[src/rtl/core/preemptive_priority_scheduler_macros.svh]
// ----------------------------------------------------------------------------
// Assertion macros for the preemptive priority scheduler
// Clocked, reset-qualified property checks that report through $error.
// ----------------------------------------------------------------------------
`ifndef PREEMPTIVE_PRIORITY_SCHEDULER_MACROS_SVH
`define PREEMPTIVE_PRIORITY_SCHEDULER_MACROS_SVH

// Check that a property holds at every rising clock edge outside reset.
`define PPS_ASSERT(label, clk, rst_n, prop, msg) \
  label: assert property (@(posedge clk) disable iff (!rst_n) (prop)) else $error(msg);

// Check that a condition never holds outside reset.
`define PPS_ASSERT_NEVER(label, clk, rst_n, cond, msg) \
  label: assert property (@(posedge clk) disable iff (!rst_n) !(cond)) else $error(msg);

`endif

[src/rtl/core/pps_pkg.sv]
// ----------------------------------------------------------------------------
// pps_pkg
// Word types, operation codes and time limits of the priority scheduler.
// ----------------------------------------------------------------------------
package pps_pkg;

  localparam logic OP_LOAD = 1'b0;
  localparam logic OP_TICK = 1'b1;

  localparam logic [15:0] TIME_MAX = 16'hFFFF;

  typedef struct packed {
    logic        operation;
    logic [2:0]  slot;
    logic [15:0] arrival;
    logic [15:0] burst;
    logic [7:0]  prio;
  } in_t;

  typedef struct packed {
    logic        busy_res;
    logic [2:0]  running_slot;
    logic        first_run;
    logic        completed;
    logic [15:0] finish_time;
    logic        switched;
    logic [15:0] tick_time;
  } out_t;

  // One task table entry as kept in the table memory.
  typedef struct packed {
    logic [15:0] arrival;
    logic [15:0] remaining;
    logic [7:0]  prio;
  } entry_t;

endpackage

[src/rtl/core/pps_table.sv]
// ----------------------------------------------------------------------------
// pps_table
// Task table memory: one write port, one read port, registered read data.
// ----------------------------------------------------------------------------
module pps_table #(
  parameter int DEPTH = 8,
  parameter int WIDTH = 40
) (
  input  logic                     clk_i,
  input  logic                     wr_en_i,
  input  logic [$clog2(DEPTH)-1:0] wr_addr_i,
  input  logic [WIDTH-1:0]         wr_data_i,
  input  logic                     rd_en_i,
  input  logic [$clog2(DEPTH)-1:0] rd_addr_i,
  output logic [WIDTH-1:0]         rd_data_o
);

  logic [WIDTH-1:0] mem_q [DEPTH];
  logic [WIDTH-1:0] rd_data_q;

  always_ff @(posedge clk_i) begin
    if (wr_en_i) begin
      mem_q[wr_addr_i] <= wr_data_i;
    end
  end

  always_ff @(posedge clk_i) begin
    if (rd_en_i) begin
      rd_data_q <= mem_q[rd_addr_i];
    end
  end

  assign rd_data_o = rd_data_q;

endmodule

[src/rtl/core/preemptive_priority_scheduler.sv]
// ----------------------------------------------------------------------------
// preemptive_priority_scheduler
// Preemptive priority scheduler over a memory-held task table.
// ----------------------------------------------------------------------------
//
//   channel | dir | word  | handshake
//   --------+-----+-------+---------------------------
//   in      | in  | in_t  | in_valid_i / in_ready_o
//   out     | out | out_t | out_valid_o / out_ready_i
//
// A load word is written to the table on acceptance and returns no result.
// A tick word holds the input off after acceptance while the
// table memory is swept one entry per cycle through its single read port,
// then the chosen entry is written back.
// Reset clears the flags, the time counter and the last-slot marker; the
// table memory itself is not cleared, since an entry's data is used only once loaded.
// A stalled result sits in the output register; the next word is still taken,
// and a tick only holds in its finish state until that register is free.
// ----------------------------------------------------------------------------
module preemptive_priority_scheduler
  import pps_pkg::*;
#(
  parameter int SLOTS = 8
) (
  input  logic clk_i,
  input  logic rst_ni,
  input  logic in_valid_i,
  output logic in_ready_o,
  input  in_t  in_i,
  output logic out_valid_o,
  input  logic out_ready_i,
  output out_t out_o
);

`include "preemptive_priority_scheduler_macros.svh"

  localparam int SLOT_W = $clog2(SLOTS);
  localparam int CNT_W  = SLOT_W + 1;
  localparam logic [CNT_W-1:0] CNT_END   = CNT_W'(SLOTS);
  localparam logic [CNT_W-1:0] NO_SLOT   = CNT_W'(SLOTS);

  typedef enum logic [2:0] {
    S_IDLE   = 3'b001,
    S_SCAN   = 3'b010,
    S_FINISH = 3'b100
  } state_e;

  state_e state_q, state_d;

  // Per-slot status flags, all cleared by reset.
  logic [SLOTS-1:0] loaded_q, arrived_q, started_q, done_q;

  logic [15:0]       time_q;
  logic [CNT_W-1:0]  last_q;     // last slot that ran, NO_SLOT when none
  logic [CNT_W-1:0]  cnt_q;      // sweep read address
  logic              rd_vld_q;   // read data belongs to a sweep
  logic [SLOT_W-1:0] rd_slot_q;  // slot whose data is on the read port

  // Best candidate found so far in the sweep.
  logic              have_q;
  logic [SLOT_W-1:0] best_q;
  entry_t            best_entry_q;

  logic   out_valid_q;
  out_t   out_q;
  out_t   out_d;

  // Table memory port signals.
  logic              wr_en;
  logic [SLOT_W-1:0] wr_addr;
  entry_t            wr_data;
  logic              rd_en;
  entry_t            rd_data;

  logic in_acc, load_acc, tick_acc, load_ok, fin_go, take;
  logic arr_now;
  logic [15:0] rem_dec;
  logic        completed_c;
  logic [15:0] time_inc;

  pps_table #(
    .DEPTH (SLOTS),
    .WIDTH ($bits(entry_t))
  ) u_table (
    .clk_i     (clk_i),
    .wr_en_i   (wr_en),
    .wr_addr_i (wr_addr),
    .wr_data_i (wr_data),
    .rd_en_i   (rd_en),
    .rd_addr_i (cnt_q[SLOT_W-1:0]),
    .rd_data_o (rd_data)
  );

  // --------------------------------------------------------------------------
  // Handshake and control
  // --------------------------------------------------------------------------
  assign in_ready_o = (state_q == S_IDLE);
  assign in_acc     = in_valid_i && in_ready_o;
  assign load_acc   = in_acc && (in_i.operation == OP_LOAD);
  assign tick_acc   = in_acc && (in_i.operation == OP_TICK);
  // Drop loads that address a slot beyond the table.
  assign load_ok    = int'(in_i.slot) < SLOTS;

  // Finish a tick only when the output register can take the result.
  assign fin_go = (state_q == S_FINISH) && (!out_valid_q || out_ready_i);

  // Issue one read per sweep cycle until every slot has been addressed.
  assign rd_en = (state_q == S_SCAN) && (cnt_q < CNT_END);

  always_comb begin
    state_d = state_q;
    unique case (state_q)
      S_IDLE: begin
        if (tick_acc) begin
          state_d = S_SCAN;
        end
      end
      S_SCAN: begin
        // The last read data is consumed in the cycle the counter hits the end.
        if (cnt_q == CNT_END) begin
          state_d = S_FINISH;
        end
      end
      S_FINISH: begin
        if (fin_go) begin
          state_d = S_IDLE;
        end
      end
      default: state_d = S_IDLE;
    endcase
  end

  // --------------------------------------------------------------------------
  // Sweep evaluation: arrival check and priority compare for one slot
  // --------------------------------------------------------------------------
  assign arr_now = arrived_q[rd_slot_q] ||
                   (loaded_q[rd_slot_q] && (rd_data.arrival <= time_q));
  // Strictly greater keeps the lowest index on equal priority.
  assign take = rd_vld_q && arr_now && !done_q[rd_slot_q] &&
                (!have_q || (rd_data.prio > best_entry_q.prio));

  // --------------------------------------------------------------------------
  // Service the chosen slot
  // --------------------------------------------------------------------------
  assign rem_dec     = best_entry_q.remaining - 16'd1;
  assign completed_c = (rem_dec == 16'd0);
  assign time_inc    = (time_q == TIME_MAX) ? TIME_MAX : (time_q + 16'd1);

  always_comb begin
    wr_en   = 1'b0;
    wr_addr = best_q;
    wr_data = best_entry_q;
    if (load_acc && load_ok) begin
      wr_en   = 1'b1;
      wr_addr = SLOT_W'(in_i.slot);
      wr_data = '{arrival: in_i.arrival, remaining: in_i.burst, prio: in_i.prio};
    end else if (fin_go && have_q) begin
      wr_en             = 1'b1;
      wr_data.remaining = rem_dec;
    end
  end

  // Build the report word; an idle tick carries only the time.
  always_comb begin
    out_d           = '0;
    out_d.tick_time = time_q;
    if (have_q) begin
      out_d.busy_res     = 1'b1;
      out_d.running_slot = 3'(best_q);
      out_d.first_run    = !started_q[best_q];
      out_d.completed    = completed_c;
      out_d.finish_time  = completed_c ? time_inc : 16'd0;
      out_d.switched     = (CNT_W'(best_q) != last_q);
    end
  end

  // --------------------------------------------------------------------------
  // Control registers
  // --------------------------------------------------------------------------
  always_ff @(posedge clk_i or negedge rst_ni) begin
    if (!rst_ni) begin
      state_q     <= S_IDLE;
      loaded_q    <= '0;
      arrived_q   <= '0;
      started_q   <= '0;
      done_q      <= '0;
      time_q      <= '0;
      last_q      <= NO_SLOT;
      cnt_q       <= '0;
      rd_vld_q    <= 1'b0;
      have_q      <= 1'b0;
      out_valid_q <= 1'b0;
    end else begin
      state_q  <= state_d;
      rd_vld_q <= rd_en;

      if (load_acc && load_ok) begin
        // Restart the task from scratch; a zero burst is done at once.
        loaded_q[SLOT_W'(in_i.slot)]  <= 1'b1;
        arrived_q[SLOT_W'(in_i.slot)] <= 1'b0;
        started_q[SLOT_W'(in_i.slot)] <= 1'b0;
        done_q[SLOT_W'(in_i.slot)]    <= (in_i.burst == 16'd0);
      end

      if (tick_acc) begin
        cnt_q  <= '0;
        have_q <= 1'b0;
      end else if (rd_en) begin
        cnt_q <= cnt_q + CNT_W'(1);
      end

      if (rd_vld_q && arr_now) begin
        arrived_q[rd_slot_q] <= 1'b1;
      end
      if (take) begin
        have_q <= 1'b1;
      end

      if (fin_go) begin
        time_q <= time_inc;
        if (have_q) begin
          started_q[best_q] <= 1'b1;
          last_q            <= CNT_W'(best_q);
          if (completed_c) begin
            done_q[best_q] <= 1'b1;
          end
        end
      end

      if (fin_go) begin
        out_valid_q <= 1'b1;
      end else if (out_ready_i) begin
        out_valid_q <= 1'b0;
      end
    end
  end

  // --------------------------------------------------------------------------
  // Payload registers
  // --------------------------------------------------------------------------
  always_ff @(posedge clk_i) begin
    if (rd_en) begin
      rd_slot_q <= cnt_q[SLOT_W-1:0];
    end
    if (take) begin
      best_q       <= rd_slot_q;
      best_entry_q <= rd_data;
    end
    if (fin_go) begin
      out_q <= out_d;
    end
  end

  assign out_valid_o = out_valid_q;
  assign out_o       = out_q;

  // --------------------------------------------------------------------------
  // Assertions
  // --------------------------------------------------------------------------
  `PPS_ASSERT(a_done_after_complete, clk_i, rst_ni, fin_go && have_q && completed_c |=> done_q[best_q], "completed slot not marked done")
  `PPS_ASSERT(a_tick_time, clk_i, rst_ni, fin_go |=> out_q.tick_time == $past(time_q), "result time does not match counter")
  `PPS_ASSERT_NEVER(a_arrived_unloaded, clk_i, rst_ni, (arrived_q & ~loaded_q) != '0, "slot arrived without being loaded")
  `PPS_ASSERT_NEVER(a_sweep_bound, clk_i, rst_ni, cnt_q > CNT_END, "sweep address ran past the table")

endmodule
[config.mk]
export PLATFORM = sky130hd
export DESIGN_NAME = preemptive_priority_scheduler
export DESIGN_NICKNAME = d
export VERILOG_FILES = /design/src/rtl/core/pps_pkg.sv /design/src/rtl/core/pps_table.sv /design/src/rtl/core/preemptive_priority_scheduler.sv
export VERILOG_INCLUDE_DIRS = /design/src /design/src/rtl/core
export SDC_FILE = /design/constraint.sdc
export NUM_CORES = 1
export LEC_CHECK = 0
export BUFFER_PORTS_ARGS = -buffer_cell sky130_fd_sc_hd__buf_4
export CAP_MARGIN = 10
export CORE_MARGIN = 5
export CORE_UTILIZATION = 56
export CTS_BUF_LIST = sky130_fd_sc_hd__clkbuf_8 sky130_fd_sc_hd__clkbuf_16
export DETAILED_ROUTE_END_ITERATION = 7
export GPL_ROUTABILITY_DRIVEN = 0
export PLACE_DENSITY_LB_ADDON = 0.2
export SYNTH_ARGS = -nofsm -noshare
export SYNTH_HDL_FRONTEND = slang
export SYNTH_HIERARCHICAL = 1
export SYNTH_SLANG_ARGS = --single-unit
export TNS_END_PERCENT = 100
[constraint.sdc]
create_clock -name clk_i -period 5.1 [get_ports clk_i]
set_clock_uncertainty 0.15 [all_clocks]
set_input_delay 0.255 -clock clk_i [delete_from_list [all_inputs] [get_ports clk_i]]
set_output_delay 0.255 -clock clk_i [all_outputs]
set_load 0.005 [all_outputs]
==> summary by stage <==
Status
The flow ran to the end, and the final reports show no timing, DRC or antenna violations.

Global routing
The via count of the first global-routing pass is 11.4k. The aggregate global-route resource usage is 0.221. The first global-routing pass estimated 69.6 mm of wire.

The initial antenna violation count is 1. The final global-route overflow total is 0. Entering global routing, the biggest net connects 70 pins.

Timing
The max-slew violation total from the final report is 0. Of the available clock period, the critical path in the final layout requires 0.809. The final hold violation count came to 0. The final critical path time including I/O delays and setup is 4.13 ns.

The final setup violation count is 0. Static timing analysis puts the maximum clock frequency at 242 MHz. The headroom to the max-slew limit is 0.290. Setup repair after global routing left no endpoint under its margin. For the pin with the worst max-slew slack, the measured transition is 1.05 ns.

Power
Summing internal, switching and leakage power gives 8.06 mW. The combinational share of power is 0.008. The net switching power of the design is 1.51 mW.

The design internal power is 6.55 mW. The proportion of power drawn by the clock network is 0.440. In this run the power density over the cells is 333 nW/um2.

The worst-case IR drop observed on VDD is 268 uV. The part of the total power dissipated in sequential elements is 0.552. For this design the static power due to leakage is 10.1 nW.

Of the total power, the share spent switching nets is 0.188.

Worst setup path
The startpoint type of the worst setup path is a register. In this run the critical register-to-register path is launched from state_q[0]. The critical path in this run is classified as reg2reg. The worst setup path is captured at a register. The data arrival time at the worst-slack endpoint is 4.25 ns. The worst-path maximum fanout is 28. In this run the worst setup path begins at state_q[0]. Data on the critical path is required at its endpoint by 5.22 ns.

The worst flop-to-flop path endpoint is u_table/mem_q[3][14]. The number of cells on the worst reg-to-reg path is 7. The worst register-to-register path has a setup slack of 0.97 ns.

Floorplan
The initial utilization of the core area, before any placement, comes to 0.565. The die is 204 um wide. 89 I/O pins were placed. The number of core rows is 71.

From bottom edge to top edge, the die measures 204 um. The core footprint is 37,500 um2. The die area is 41,800 um2.

Finish
The finished cells cover 24,200 um2. The antenna diode instance count is 0. Of the cells placed in the final design, the portion with a size suffix greater than 1 is 0.193. The sequential standard cell area is 14,900 um2. The multi-input logic area is 5900 um2.

From synthesis to final layout, the design area changed by 14.3%. The count of fill cells added during filler insertion is 2,625. The final layout contains 1,435 nets.

Clocking
The post-CTS resize count is 0. The tree is rooted in a sky130_fd_sc_hd__clkbuf_16. The clock tree synthesis step divided the H-tree into 2 levels. TritonCTS built the clock tree.

The longest clock path from root to sink contains 3 buffers. The post-CTS repair timing setup buffer count is 0. The hold buffer count at cts is 13. The number of clock buffers added by TritonCTS is 49.

The count of clock tree sinks is 507. The post-CTS clock slew at the launch and capture registers of the worst setup and hold paths is 0.06 ns. The clock insertion delay at the later pin of the skew report is 0.58 ns.

Hold path
Counting instances, the worst hold path has a depth of 2. In this run the most critical hold path is launched from in_i[21]. The worst hold-check path type is in2reg.

The worst hold path terminates at u_table/mem_q[7][21].

Detailed routing
For this block, the via count after detailed routing is 11.5k. The average routed wire per standard cell is 23.8 um. The first-iteration detailed-routing DRC count is 1,114.

In the final routing, the length of wire on met1 measures 19.7 mm. The detailed-route wire length is 45.4 mm. The per-cell via count in the routed design is 6.02. Detailed routing placed a total of 21.6 mm of wire on met2. The count of nets left with antenna violations once routing finished came out at 0. Signal routing reaches up to met5.

The first-pass detailed-route iteration total is 5. The total length of routed met3 wires is 3.27 mm. In the routed design, unresolved DRC markers number 0.

Synthesis
The synthesized design spends more area on one cell type than any other, namely sky130_fd_sc_hd__edfxtp_1. The net count after synthesis is 1,311. Yosys printed 6 warnings. The share of the synthesized area in the top cell type is 0.631. For this run, the register share of the synthesized area comes to 0.704. The number of standard cells after synthesis is 1,234.

The number of distinct library cell variants in the gate-level netlist after synthesis is 71. The count of flip-flops with a built-in enable after synthesis is 445. The fraction of registers with async set or reset after synthesis is 0.122.

The synthesis-stage register bit count is 507. The synthesized netlist occupies a cell area of 21,200 um2. In the synthesized netlist the dominant register cell turns out to be sky130_fd_sc_hd__edfxtp_1. In the post-synthesis netlist, the biggest area contributors are sky130_fd_sc_hd__edfxtp_1, sky130_fd_sc_hd__mux4_1, sky130_fd_sc_hd__dfrtp_1. The mean instance size in the synthesized netlist is 17.2 um2.

Placed design
After detailed placement, the total cell area comes to 22,500 um2. The wire-length estimate of the detail-placed layout is 29.0 mm. The number of port buffers is 88.

Run
The number of maximum-capacitance constraint violations is 0.
==> kinds of logic after synthesis <==
| group | Yosys count | synth area share |
|---|---|---|
| xor+xnor | 20 | 0.00827 |
| fa+ha+maj | 29 | 0.0171 |
| buf+inv | 90 | 0.0204 |
| compound gates | 149 | 0.0497 |
| flops | 507 | 0.704 |
| simple gates | 300 | 0.0681 |
| mux | 139 | 0.132 |
==> layer usage <==
metal / track usage / up-vias
li1: - / 5160
met1: 0.320 / 5828
met2: 0.350 / 432
met3: 0.0432 / 61
met4: 0.0581 / 2
met5: 0 / -
==> registers in the layout, summed over array words and instances (netlist names), 3 cells and up <==
signal,count
arrived_q,8
best_entry_q,40
best_q,3
cnt_q,4
done_q,8
last_q,4
loaded_q,8
out_o,39
rd_slot_q,3
started_q,8
state_q,3
time_q,16
u_table/mem_q,320
u_table/rd_data_o,40
==> metrics by stage <==
step,cells,utilization,hold WS [ns],setup TNS (ns),worst slack (ns)
after floorplan,1234,-,-0.191,-21.54,-0.270
final,1907,0.645,0.0301,0,0.974
after CTS,1907,0.645,0.00173,0,1.00
after detailed placement,1805,0.599,0.256,0,0.990
after global routing,1907,0.645,0.0419,0,0.650
after global placement,1805,0.599,0.249,0,1.13
==> worst max path at each step <==
stage,end,slack (ns),cells past startpoint
4_1_cts,u_table/mem_q[3][14],1.00,7
3_3_place_gp,u_table/mem_q[3][16],1.13,7
3_5_place_dp,u_table/mem_q[3][16],0.99,7
5_1_grt,u_table/mem_q[3][17],0.65,7
2_1_floorplan,u_table/mem_q[4][0],-0.27,8
6_report,u_table/mem_q[3][14],0.97,7
==> worst max-delay path, stage by stage (launching register included) <==
cell and delay, ns:
sky130_fd_sc_hd__dfstp_2 0.57, sky130_fd_sc_hd__nor4bb_1 0.52, sky130_fd_sc_hd__nor2b_4 0.73, sky130_fd_sc_hd__nor2_1 0.24, sky130_fd_sc_hd__inv_2 0.20, sky130_fd_sc_hd__nand2b_1 0.25, sky130_fd_sc_hd__nor2_4 0.77, sky130_fd_sc_hd__buf_4 0.37
==> placed cells by master (no fill, tap or decap), types with 28 or more instances in the layout <==
master and n:
sky130_fd_sc_hd__ha_1 29, sky130_fd_sc_hd__nor2_1 44, sky130_fd_sc_hd__dfrtp_1 57, sky130_fd_sc_hd__mux4_1 80, sky130_fd_sc_hd__edfxtp_1 445, sky130_fd_sc_hd__clkbuf_16 49
sky130_fd_sc_hd__inv_1 48, sky130_fd_sc_hd__o21ai_0 28, sky130_fd_sc_hd__a21oi_1 33, sky130_fd_sc_hd__nand2_1 126, sky130_fd_sc_hd__buf_4 114, sky130_fd_sc_hd__mux2_2 41
==> cell usage after synthesis, drive strengths merged (6+ instances only) <==
library cell,n
edfxtp,445
nand2,126
mux4,84
dfrtp,60
nor2,52
a21oi,45
mux2,42
clkbuf,37
o21ai,36
inv,35
ha,29
nand3,21
nand2b,20
buf,18
nor3,16
xnor2,15
mux2i,13
nor2b,12
nand4,11
nor4,11
a31oi,9
o211ai,7
a211oi,6
and2,6
nor3b,6
o31ai,6
==> power groups by stage <==
stage	sequential, mW	clock (mW)	combinational [mW]
3_5_place_dp	4.54	0	0.0545
3_3_place_gp	4.54	0	0.0544
2_1_floorplan	4.54	0	0.00232
4_1_cts	4.45	3.63	0.0621
6_report	4.45	3.55	0.0617
5_1_grt	4.45	3.79	0.0662
==> cell type report <==
cell class | instances | share of cell area
inverter | 35 | 0.00543
clock inverter | 36 | 0.0128
clock buffer | 53 | 0.0530
tap | 511 | 0.0264
sequential | 507 | 0.617
multi-input combinational | 637 | 0.244
timing repair buffer | 128 | 0.0416
Note: power is estimated with default switching activity, not from simulation.
